## config.mk

```make
export PLATFORM = sky130hd
export DESIGN_NAME = flow_hash_worker_select_flat
export DESIGN_NICKNAME = d
export VERILOG_FILES = /design/src/design/fhws_pkg.sv /design/src/design/fhws_if.sv /design/src/design/fhws_crc_cell.sv /design/src/design/fhws_mod_cell.sv /design/src/design/flow_hash_worker_select.sv /design/src/flat_wrapper.sv
export SDC_FILE = /design/constraint.sdc
export NUM_CORES = 1
export LEC_CHECK = 0
export ABC_CLOCK_PERIOD_IN_PS = 25600
export BUFFER_PORTS_ARGS = -buffer_cell sky130_fd_sc_hd__clkbuf_2
export CAP_MARGIN = 5
export CORE_MARGIN = 2
export CORE_UTILIZATION = 60
export DETAILED_ROUTE_END_ITERATION = 7
export PLACE_DENSITY = 0.75
export SETUP_SLACK_MARGIN = 0.05
export SYNTH_ARGS = -nofsm -noshare
export SYNTH_HDL_FRONTEND = slang
export SYNTH_HIERARCHICAL = 1
export SYNTH_SLANG_ARGS = --single-unit
```

## constraint.sdc

```tcl
create_clock -name clk -period 25.6 [get_ports clk]
set_clock_uncertainty 0.15 [all_clocks]
set_input_delay 5.12 -clock clk [delete_from_list [all_inputs] [get_ports clk]]
set_output_delay 5.12 -clock clk [all_outputs]
set_load 0.03 [all_outputs]
```

## src/design/fhws_pkg.sv

```systemverilog
`timescale 1ns / 1ps
// ----------------------------------------------------------------------------
// fhws_pkg
// Shared types, constants and the CRC32C byte step for the flow hash worker
// selector.
// ----------------------------------------------------------------------------
package fhws_pkg;

  localparam int CRC_W      = 32;
  localparam int MSG_W      = 64;
  localparam int BYTE_W     = 8;
  localparam int CRC_CELLS  = MSG_W / BYTE_W;
  localparam int WORKER_W   = 8;
  localparam int ETYPE_W    = 16;
  localparam int PROTO_W    = 8;
  localparam int ADDR_W     = 32;
  localparam int PORT_W     = 16;
  localparam int CFG_IDX_W  = 1;
  localparam int CFG_DATA_W = 8;

  // Remainder bits retired by one division cell; must divide CRC_W.
  localparam int DEF_MOD_BITS_PER_CELL = 4;

  localparam logic [CRC_W-1:0]   CRC32C_POLY     = 32'h82F6_3B78;
  localparam logic [ETYPE_W-1:0] FRAME_TYPE_IPV4 = 16'h0800;
  localparam logic [PROTO_W-1:0] PROTO_TCP       = 8'd6;
  localparam logic [PROTO_W-1:0] PROTO_UDP       = 8'd17;

  localparam logic [CFG_IDX_W-1:0] CFG_IDX_WORKER_COUNT = 1'b0;
  localparam logic [CFG_IDX_W-1:0] CFG_IDX_USE_DEST     = 1'b1;

  typedef struct packed {
    logic             discard;
    logic [CRC_W-1:0] crc;
    logic [MSG_W-1:0] msg;
  } crc_tok_t;

  typedef struct packed {
    logic                discard;
    logic [WORKER_W-1:0] rem;
    logic [CRC_W-1:0]    dividend;
  } mod_tok_t;

  // One reflected CRC32C byte update, bit by bit.
  function automatic logic [CRC_W-1:0] crc32c_byte(input logic [CRC_W-1:0] crc_in,
                                                    input logic [BYTE_W-1:0] data_b);
    logic [CRC_W-1:0] c;
    c = crc_in ^ {{(CRC_W-BYTE_W){1'b0}}, data_b};
    for (int k = 0; k < BYTE_W; k++) begin
      if (c[0]) begin
        c = (c >> 1) ^ CRC32C_POLY;
      end else begin
        c = c >> 1;
      end
    end
    return c;
  endfunction

endpackage

```

## src/design/fhws_if.sv

```systemverilog
`timescale 1ns / 1ps
// ----------------------------------------------------------------------------
// fhws_in_if / fhws_out_if
// Valid/ready channels for packet header items and worker decisions.
// ----------------------------------------------------------------------------
interface fhws_in_if;
  logic        valid;
  logic        ready;
  logic [15:0] frame_type;
  logic [7:0]  ip_protocol;
  logic [31:0] source_address;
  logic [31:0] destination_address;
  logic [15:0] source_port;
  logic [15:0] destination_port;

  modport source (output valid, frame_type, ip_protocol, source_address,
                  destination_address, source_port, destination_port,
                  input ready);
  modport sink (input valid, frame_type, ip_protocol, source_address,
                destination_address, source_port, destination_port,
                output ready);
endinterface

interface fhws_out_if;
  logic       valid;
  logic       ready;
  logic       discard;
  logic [7:0] worker_index;

  modport source (output valid, discard, worker_index, input ready);
  modport sink (input valid, discard, worker_index, output ready);
endinterface

```

## src/design/fhws_crc_cell.sv

```systemverilog
`timescale 1ns / 1ps
// ----------------------------------------------------------------------------
// fhws_crc_cell
// One CRC32C cell: folds the top message byte into the running CRC and hands
// the shifted message on.
// ----------------------------------------------------------------------------
module fhws_crc_cell (
  input  logic               clk,
  input  logic               rst_n,
  input  logic               up_valid,
  output logic               up_ready,
  input  fhws_pkg::crc_tok_t up_tok,
  output logic               dn_valid,
  input  logic               dn_ready,
  output fhws_pkg::crc_tok_t dn_tok
);
  import fhws_pkg::*;

  logic     valid_r;
  crc_tok_t tok_r;
  crc_tok_t tok_nxt;

  assign up_ready = !valid_r || dn_ready;

  always_comb begin
    tok_nxt.discard = up_tok.discard;
    tok_nxt.crc     = crc32c_byte(up_tok.crc, up_tok.msg[MSG_W-1 -: BYTE_W]);
    tok_nxt.msg     = up_tok.msg << BYTE_W;
  end

  always_ff @(posedge clk) begin
    if (!rst_n) begin
      valid_r <= 1'b0;
    end else if (up_ready) begin
      valid_r <= up_valid;
    end
  end

  always_ff @(posedge clk) begin
    if (up_ready && up_valid) begin
      tok_r <= tok_nxt;
    end
  end

  assign dn_valid = valid_r;
  assign dn_tok   = tok_r;

endmodule

```

## src/design/fhws_mod_cell.sv

```systemverilog
`timescale 1ns / 1ps
// ----------------------------------------------------------------------------
// fhws_mod_cell
// One restoring-division cell: shifts a few dividend bits into the partial
// remainder and reduces it against the worker count.
// ----------------------------------------------------------------------------
module fhws_mod_cell #(
  parameter int BITS_PER_CELL = fhws_pkg::DEF_MOD_BITS_PER_CELL
) (
  input  logic                          clk,
  input  logic                          rst_n,
  input  logic [fhws_pkg::WORKER_W-1:0] divisor,
  input  logic                          up_valid,
  output logic                          up_ready,
  input  fhws_pkg::mod_tok_t            up_tok,
  output logic                          dn_valid,
  input  logic                          dn_ready,
  output fhws_pkg::mod_tok_t            dn_tok
);
  import fhws_pkg::*;

  logic     valid_r;
  mod_tok_t tok_r;
  mod_tok_t tok_nxt;

  assign up_ready = !valid_r || dn_ready;

  always_comb begin
    logic [WORKER_W:0]   part;
    logic [WORKER_W-1:0] rem;
    logic [CRC_W-1:0]    div;
    rem = up_tok.rem;
    div = up_tok.dividend;
    for (int k = 0; k < BITS_PER_CELL; k++) begin
      part = {rem, div[CRC_W-1]};
      div  = div << 1;
      if (part >= {1'b0, divisor}) begin
        part = part - {1'b0, divisor};
      end
      rem = part[WORKER_W-1:0];
    end
    tok_nxt.discard  = up_tok.discard;
    tok_nxt.rem      = rem;
    tok_nxt.dividend = div;
  end

  always_ff @(posedge clk) begin
    if (!rst_n) begin
      valid_r <= 1'b0;
    end else if (up_ready) begin
      valid_r <= up_valid;
    end
  end

  always_ff @(posedge clk) begin
    if (up_ready && up_valid) begin
      tok_r <= tok_nxt;
    end
  end

  assign dn_valid = valid_r;
  assign dn_tok   = tok_r;

endmodule

```

## src/design/flow_hash_worker_select.sv

```systemverilog
`timescale 1ns / 1ps
// ----------------------------------------------------------------------------
// flow_hash_worker_select
// Classifies a packet header and picks a worker by CRC32C flow hash.
// ----------------------------------------------------------------------------
// Usage: header items arrive on in_item (valid/ready). Each item yields one
// result item on out_item: discard is set for anything but IPv4 TCP or UDP,
// otherwise worker_index is the CRC32C (zero initial value, no final XOR) of
// the selected address and port (plus two zero bytes) modulo worker_count. A
// worker count of zero, or a discarded packet, gives worker index zero.
// The datapath is a chain of cells: eight CRC cells, one per message byte,
// then 32 / MOD_BITS_PER_CELL division cells that each retire MOD_BITS_PER_CELL
// bits (four by default) of the remainder; one item is accepted every cycle
// while the receiver takes results. Each cell holds its own item and moves it
// on when the next cell is free, so a stalled receiver only fills the chain
// from the end; in_item.ready stays high while any cell still has room. The
// user must write the registers through cfg_we, cfg_index and cfg_wdata only
// while the chain is empty; the block does not enforce this. Synchronous reset
// empties every cell and sets worker_count to 1 and use_destination to 0.
// ----------------------------------------------------------------------------
module flow_hash_worker_select #(
  parameter int MOD_BITS_PER_CELL = fhws_pkg::DEF_MOD_BITS_PER_CELL
) (
  input  logic                            clk,
  input  logic                            rst_n,
  fhws_in_if.sink                         in_item,
  fhws_out_if.source                      out_item,
  input  logic                            cfg_we,
  input  logic [fhws_pkg::CFG_IDX_W-1:0]  cfg_index,
  input  logic [fhws_pkg::CFG_DATA_W-1:0] cfg_wdata
);
  import fhws_pkg::*;

  localparam int MOD_CELLS = CRC_W / MOD_BITS_PER_CELL;

  logic [WORKER_W-1:0] worker_count_r;
  logic                use_dest_r;

  // Register writes; an index past the list is ignored.
  always_ff @(posedge clk) begin
    if (!rst_n) begin
      worker_count_r <= WORKER_W'(1);
      use_dest_r     <= 1'b0;
    end else if (cfg_we) begin
      unique case (cfg_index)
        CFG_IDX_WORKER_COUNT: worker_count_r <= cfg_wdata[WORKER_W-1:0];
        CFG_IDX_USE_DEST:     use_dest_r     <= cfg_wdata[0];
        default: ;
      endcase
    end
  end

  // Classification and message assembly feed the first CRC cell directly.
  crc_tok_t crc_tok [CRC_CELLS+1];
  logic     crc_vld [CRC_CELLS+1];
  logic     crc_rdy [CRC_CELLS+1];

  logic                is_l4;
  logic [ADDR_W-1:0]   hash_addr;
  logic [PORT_W-1:0]   hash_port;

  always_comb begin
    is_l4 = (in_item.frame_type == FRAME_TYPE_IPV4) &&
            ((in_item.ip_protocol == PROTO_TCP) || (in_item.ip_protocol == PROTO_UDP));
    hash_addr = use_dest_r ? in_item.destination_address : in_item.source_address;
    hash_port = use_dest_r ? in_item.destination_port : in_item.source_port;
  end

  assign crc_tok[0] = '{discard: !is_l4,
                        crc:     '0,
                        msg:     {hash_addr, hash_port, {(MSG_W-ADDR_W-PORT_W){1'b0}}}};

  assign crc_vld[0]    = in_item.valid;
  assign in_item.ready = crc_rdy[0];

  for (genvar i = 0; i < CRC_CELLS; i++) begin : g_crc
    fhws_crc_cell u_cell (
      .clk      (clk),
      .rst_n    (rst_n),
      .up_valid (crc_vld[i]),
      .up_ready (crc_rdy[i]),
      .up_tok   (crc_tok[i]),
      .dn_valid (crc_vld[i+1]),
      .dn_ready (crc_rdy[i+1]),
      .dn_tok   (crc_tok[i+1])
    );
  end

  // The finished CRC becomes the dividend of the remainder chain.
  mod_tok_t mod_tok [MOD_CELLS+1];
  logic     mod_vld [MOD_CELLS+1];
  logic     mod_rdy [MOD_CELLS+1];

  assign mod_tok[0].discard  = crc_tok[CRC_CELLS].discard;
  assign mod_tok[0].rem      = '0;
  assign mod_tok[0].dividend = crc_tok[CRC_CELLS].crc;
  assign mod_vld[0]          = crc_vld[CRC_CELLS];
  assign crc_rdy[CRC_CELLS]  = mod_rdy[0];

  for (genvar j = 0; j < MOD_CELLS; j++) begin : g_mod
    fhws_mod_cell #(
      .BITS_PER_CELL (MOD_BITS_PER_CELL)
    ) u_cell (
      .clk      (clk),
      .rst_n    (rst_n),
      .divisor  (worker_count_r),
      .up_valid (mod_vld[j]),
      .up_ready (mod_rdy[j]),
      .up_tok   (mod_tok[j]),
      .dn_valid (mod_vld[j+1]),
      .dn_ready (mod_rdy[j+1]),
      .dn_tok   (mod_tok[j+1])
    );
  end

  // The last cell's register is the output register.
  assign out_item.valid        = mod_vld[MOD_CELLS];
  assign mod_rdy[MOD_CELLS]    = out_item.ready;
  assign out_item.discard      = mod_tok[MOD_CELLS].discard;
  assign out_item.worker_index = (mod_tok[MOD_CELLS].discard || (worker_count_r == '0)) ?
                                 '0 : mod_tok[MOD_CELLS].rem;

  // A delivered worker index always lies below a nonzero worker count.
  a_index_in_range: assert property (@(posedge clk) disable iff (!rst_n)
    (out_item.valid && (worker_count_r != '0)) |->
      (out_item.worker_index < worker_count_r))
    else $error("worker index not below worker count");

  // A discarded packet never names a worker.
  a_discard_zero: assert property (@(posedge clk) disable iff (!rst_n)
    (out_item.valid && out_item.discard) |-> (out_item.worker_index == '0))
    else $error("discarded item carries a worker index");

  // With the output register empty the chain can always move, so input is open.
  a_ready_when_empty: assert property (@(posedge clk) disable iff (!rst_n)
    !out_item.valid |-> in_item.ready)
    else $error("input blocked while output register is empty");

  // Reset leaves no result behind.
  a_reset_empties: assert property (@(posedge clk)
    (rst_n && !$past(rst_n)) |-> !out_item.valid)
    else $error("result present right after reset");

endmodule
```

## src/flat_wrapper.sv

```systemverilog
// flat-port wrapper written by rule: the top's interface ports become plain ports
module flow_hash_worker_select_flat import fhws_pkg::*;
#(
  parameter int MOD_BITS_PER_CELL = fhws_pkg::DEF_MOD_BITS_PER_CELL
)
  (clk, rst_n, cfg_we, cfg_index, cfg_wdata, in_item_valid, in_item_frame_type, in_item_ip_protocol, in_item_source_address, in_item_destination_address, in_item_source_port, in_item_destination_port, in_item_ready, out_item_valid, out_item_discard, out_item_worker_index, out_item_ready);
  fhws_in_if in_item_i ();
  fhws_out_if out_item_i ();
  input  logic clk;
  input  logic rst_n;
  input  logic cfg_we;
  input  logic [fhws_pkg::CFG_IDX_W-1:0] cfg_index;
  input  logic [fhws_pkg::CFG_DATA_W-1:0] cfg_wdata;
  input wire logic [$bits(in_item_i.valid)-1:0] in_item_valid;
  input wire logic [$bits(in_item_i.frame_type)-1:0] in_item_frame_type;
  input wire logic [$bits(in_item_i.ip_protocol)-1:0] in_item_ip_protocol;
  input wire logic [$bits(in_item_i.source_address)-1:0] in_item_source_address;
  input wire logic [$bits(in_item_i.destination_address)-1:0] in_item_destination_address;
  input wire logic [$bits(in_item_i.source_port)-1:0] in_item_source_port;
  input wire logic [$bits(in_item_i.destination_port)-1:0] in_item_destination_port;
  output wire logic [$bits(in_item_i.ready)-1:0] in_item_ready;
  output wire logic [$bits(out_item_i.valid)-1:0] out_item_valid;
  output wire logic [$bits(out_item_i.discard)-1:0] out_item_discard;
  output wire logic [$bits(out_item_i.worker_index)-1:0] out_item_worker_index;
  input wire logic [$bits(out_item_i.ready)-1:0] out_item_ready;
  assign in_item_i.valid = in_item_valid;
  assign in_item_i.frame_type = in_item_frame_type;
  assign in_item_i.ip_protocol = in_item_ip_protocol;
  assign in_item_i.source_address = in_item_source_address;
  assign in_item_i.destination_address = in_item_destination_address;
  assign in_item_i.source_port = in_item_source_port;
  assign in_item_i.destination_port = in_item_destination_port;
  assign in_item_ready = in_item_i.ready;
  assign out_item_valid = out_item_i.valid;
  assign out_item_discard = out_item_i.discard;
  assign out_item_worker_index = out_item_i.worker_index;
  assign out_item_i.ready = out_item_ready;
  flow_hash_worker_select #(.MOD_BITS_PER_CELL(MOD_BITS_PER_CELL)) u_core (.clk(clk), .rst_n(rst_n), .in_item(in_item_i), .out_item(out_item_i), .cfg_we(cfg_we), .cfg_index(cfg_index), .cfg_wdata(cfg_wdata));
endmodule
```

==> results_dict.tcl, run 1 <==
set metrics [dict create \
    syn_to_final_growth_pct 10.09 \
    syn_area_um2 44260 \
    cpMaxStageDelayCell "nand2b_1" \
    overflow 0 \
    htree_num_levels 3 \
    io_pins 145 \
    crit_path_cell_trace "clkbuf_2 -> nand2b_1 -> nand2b_1 -> nand2b_1 -> nand2b_1 -> nand2b_1 -> nand2b_1 -> nand2b_1 -> nand2b_1 -> nand2b_1 -> nand2b_1 -> nand2b_1 -> nand2b_1 -> nand2b_1 -> nand2b_1 -> nand2b_1 -> nand2b_1 -> clkbuf_2" \
    regArea_um2 20680 \
    grtUsageTotal_pct 23.89 \
    crit_arrival_ns 8.42 \
    start_util_pct 60.67 \
    power.total_uw 5316 \
    grt_start_max_net_pins 74 \
    cp_max_fo 3 \
    syn_inst 3374 \
    fmax_ghz 0.07306 \
    crit_top_cell "nand2b_1" \
    postLayoutSetupSlackWorst_ns 11.91 \
    dr.first_iter.drc_count 1600 \
    drtAntennaViolNets 0 \
    numCtsBuffers 74 \
    finalHoldViolCount 0 \
    hpwl_um 68060 \
    fp-row-count 99 \
    via_per_inst 5.703 \
    antenna_cells 0 \
    dieWidth_um 275.6 \
    clockBufferDepth 3 \
    drv_slew 0 \
    peakVddDrop_v 0.00009564 \
    synth.avg_cell_area_um2 13.12 \
    layout_common_cells "672 x edfxtp_1, 413 x xnor2_1, 256 x ha_1" \
    num-nets-final 4070 \
    post-route-min-period_ns 13.69 \
    clock-sinks 697 \
    rsz0062_at_grt "no" \
    fill_cells 5180 \
    timing.hold.ws_ns 0.2647 \
    place.gp.congestion 0.9229 \
    path_clk_slew_ns 0.06 \
    drive_gt1_share_pct 17.18 \
    grt_pass1_vias 27490 \
    start_kind "input pin" \
    antenna_found_initial 0 \
    p_leak_uw 0.01818 \
    status "finished, final reports clean" \
    yosysWarnings 6 \
    period_share_pct 53.47 \
    ctsHoldBuffers 0 \
    hold_class "register to register" \
    maxCapViolations 0 \
    worstMarginPinSlew_ns 1.158 \
    placed_cells 4531 \
    place_ws_ns 11.97 \
    fin_tns_setup_ns 0 \
    worst_path_largest_cell_delay_ns 0.22 \
    dr.pass1.iters 8 \
    grt_pass1_wl_um 143700 \
    critPathKind "input pin to primary output" \
    final_cells 4667 \
    slew-limit-headroom_pct 22.77 \
    drc 0 \
    io_buffers 144 \
    die_area_um2 75960 \
    die_y_um 275.6 \
    powerDensity_nw_per_um2 109.1 \
    path_delay_family "simple AND/OR/NAND/NOR gates" \
    cp-end-kind "primary output" \
    vias 26620 \
    cp_num_buf_inv 2 \
    clock_latency_ns 0.62 \
    cts_root_buffer "clkbuf_16" \
    wl_um 89400 \
    cts_tree "done" \
    core_um2 72960 \
    required_ns 20.33 \
    post_cts_resized 0 \
    multi_input_area_um2 22910 \
    wl_per_cell_um 19.16 \
    final_common_cell "edfxtp_1" \
    setup_viol 0 \
    cts_setup_buffers 0 \
]
## worst paths after layout
path | startpoint | end | slack [ns] | depth (start not counted)
worst max-delay path | out_item_ready | in_item_ready | 11.91 | 18
worst min-delay path | u_core/g_mod[2].u_cell/dn_tok[24] | u_core/g_mod[3].u_cell/dn_tok[28] | 0.26 | 0
worst max register to register | u_core/worker_count_r[7] | u_core/g_mod[1].u_cell/dn_tok[39] | 15.13 | 28
worst min register to register | u_core/g_mod[2].u_cell/dn_tok[24] | u_core/g_mod[3].u_cell/dn_tok[28] | 0.26 | 0
## where the power goes
group / switching [uW] / internal [uW] / leakage, uW
combinational: 1390 / 1270 / 0.0106
sequential: 53.6 / 1570 / 0.00637
clock: 448 / 585 / 0.00116
## registers in the layout, summed over array words and instances (netlist names)
name / cells
u_core/use_dest_r: 1
u_core/g_mod.u_cell/dn_valid: 8
u_core/g_crc.u_cell/dn_valid: 8
u_core/g_crc.u_cell/dn_tok: 488
u_core/g_mod.u_cell/dn_tok: 184
u_core/worker_count_r: 8
## cell type report
class	instances	share of cell area, %
Sequential cell	697	42.45
Inverter	197	1.518
Clock buffer	87	3.921
Tap cell	959	2.463
Multi-Input combinational cell	2520	47.02
Timing Repair Buffer	158	1.695
Clock inverter	49	0.9424
## per-layer routing
metal / share of wire (%) / wire [um] / track usage (%)
met5: 0 / 0 / 0
met4: 2.7 / 2451 / 7.667
met2: 51 / 45420 / 42.19
met1: 42 / 37970 / 30.79
met3: 4.0 / 3562 / 2.758
## stage by stage
step | area, um^2 | utilization (%)
after global placement | 46360 | 63.54
after global routing | 48730 | 66.79
after CTS | 48730 | 66.79
final | 48730 | 66.79
after detailed placement | 46360 | 63.54
after floorplan | 44510 | -
Note: power is estimated with default switching activity, not from simulation.
==> inputs of run 2 (changes only) <==
ABC_CLOCK_PERIOD_IN_PS = 11700   (was 25600)
CORE_UTILIZATION = 59   (was 60)
PLACE_DENSITY = 0.77   (was 0.75)
clock period = 11.7 ns   (was 25.6 ns; I/O delays follow)
==> run 2 against run 1 <==
Worst hold slack got worse by 0.0051 ns. Clock-buffer cell count is 3 higher. Non-clock buffer count stayed put. Setup slack got worse by 10 ns. Total power is 120% higher. Utilization fell by 0.86 points. Critical path depth grew 11. Via count down 0.40%. Largest power group unchanged.
==> results_dict.tcl, run 2 (same netlist as run 1, synthesis figures left out) <==
set metrics [dict create \
    cts_root_buffer "clkbuf_16" \
    cp_num_buf_inv 1 \
    regArea_um2 20680 \
    wl_met3_um 3681 \
    ctsHoldBuffers 0 \
    via_per_inst 5.665 \
    clockBufferDepth 3 \
    core_um2 74320 \
    fill_cells 5287 \
    io_buffers 144 \
    start_kind "register" \
    dieWidth_um 277.9 \
    critical_path.startpoint "u_core/worker_count_r[6]" \
    drtAntennaViolNets 0 \
    dr.first_iter.drc_count 1707 \
    routed-wl-met2_um 45310 \
    critPathKind "register to register" \
    cts_setup_buffers 0 \
    grtUsageTotal_pct 23.91 \
    die_y_um 277.9 \
    grt_pass1_wl_um 145200 \
    numCtsBuffers 75 \
    place.gp.congestion 0.9224 \
    cts_tree "done" \
    r2r_start "u_core/worker_count_r[6]" \
    worstHoldStart "u_core/g_mod[2].u_cell/dn_tok[14]" \
    num-nets-final 4071 \
    peakVddDrop_v 0.0001961 \
    overflow 0 \
    hold_class "register to register" \
    io_pins 145 \
    final_cells 4680 \
    setup_viol 0 \
    clock-sinks 697 \
    fp-row-count 100 \
    maxCapViolations 0 \
    wl_um 90740 \
    dr.pass1.iters 5 \
    post_cts_resized 0 \
    htree_num_levels 3 \
    drc 0 \
    clock_latency_ns 0.64 \
    largest_reg_flops 488 \
    cpMaxStageDelayCell "dfxtp_1" \
    wl_met1_um 39110 \
    r2r_slack_ns 1.82 \
    min_path_cells 0 \
    powerDensity_nw_per_um2 240.4 \
    layout_common_cells "672 x edfxtp_1, 413 x xnor2_1, 256 x ha_1" \
    fin_tns_setup_ns 0 \
    post-route-min-period_ns 9.881 \
    crit_arrival_ns 10.08 \
    antenna_cells 0 \
    slew-limit-headroom_pct 26.19 \
    r2r_cells 29 \
    path_delay_family "compound AO/OA/AOI/OAI gates" \
    cp-end-kind "register" \
    top_layer "met5" \
    hpwl_um 67370 \
    crit_top_cell "ha_1" \
    vias 26510 \
    cp_max_fo 19 \
    placed_cells 4541 \
    required_ns 11.90 \
    p_leak_uw 0.01828 \
    drive_gt1_share_pct 17.49 \
    antenna_found_initial 2 \
    grt_start_max_net_pins 82 \
    worst_path_largest_cell_delay_ns 0.85 \
    worstReg2RegEnd "u_core/g_mod[1].u_cell/dn_tok[39]" \
    die_area_um2 77230 \
    grt_pass1_vias 26820 \
    period_share_pct 84.46 \
    finalHoldViolCount 0 \
    worstMarginPinSlew_ns 1.107 \
    drv_slew 0 \
    hold_path_end "u_core/g_mod[3].u_cell/dn_tok[18]" \
    power.total_uw 11780 \
    status "finished, final reports clean" \
    wl_per_cell_um 19.39 \
    multi_input_area_um2 22910 \
    final_common_cell "edfxtp_1" \
    start_util_pct 59.56 \
    path_clk_slew_ns 0.06 \
    fmax_ghz 0.1012 \
    syn_to_final_growth_pct 10.70 \
    rsz0062_at_grt "no" \
]
==> run 2: final cells by class <==
class	count	share of cell area, %
Inverter	197	1.509
Clock inverter	49	1.318
Timing Repair Buffer	158	1.685
Multi-Input combinational cell	2520	46.75
Sequential cell	697	42.21
Tap cell	969	2.474
Clock buffer	90	4.047
==> run 2: worst max path at each step <==
stage                                             end  slack [ns]  depth (start not counted)
floorplan           u_core/g_mod[1].u_cell/dn_tok[37]        2.71                         31
detailed placement  u_core/g_mod[1].u_cell/dn_tok[33]        2.01                         30
global placement    u_core/g_mod[1].u_cell/dn_tok[38]        2.13                         30
CTS                 u_core/g_mod[1].u_cell/dn_tok[33]        1.97                         30
global route        u_core/g_mod[3].u_cell/dn_tok[34]        1.15                         33
finish              u_core/g_mod[1].u_cell/dn_tok[39]        1.82                         29
==> run 2: report_power, final <==
part / switching [uW] / internal, uW / total (uW)
Sequential: 121 / 3430 / 3550
Clock: 1030 / 1440 / 2470
Combinational: 2980 / 2780 / 5760
Total: 4130 / 7650 / 11800
==> run 2: per-layer routing <==
layer  track usage, %  vias to the layer above
li1                 -                    12880
met1            31.04                    12880
met2            41.71                      597
met3            2.923                      154
met4            7.900                        2
met5                0                        -
==> run 2: per-stage QoR <==
| stage | setup WS (ns) | hold slack (ns) | utilization [%] | cell area [um^2] |
|---|---|---|---|---|
| final | 1.819 | 0.2596 | 65.93 | 49000 |
| after CTS | 1.965 | 0.2397 | 65.93 | 49000 |
| after global routing | 1.151 | 0.2598 | 65.93 | 49000 |
| after detailed placement | 2.010 | 0.2545 | 62.39 | 46370 |
| after global placement | 2.129 | 0.2502 | 62.39 | 46370 |
| after floorplan | 2.713 | 0.2503 | - | 44510 |
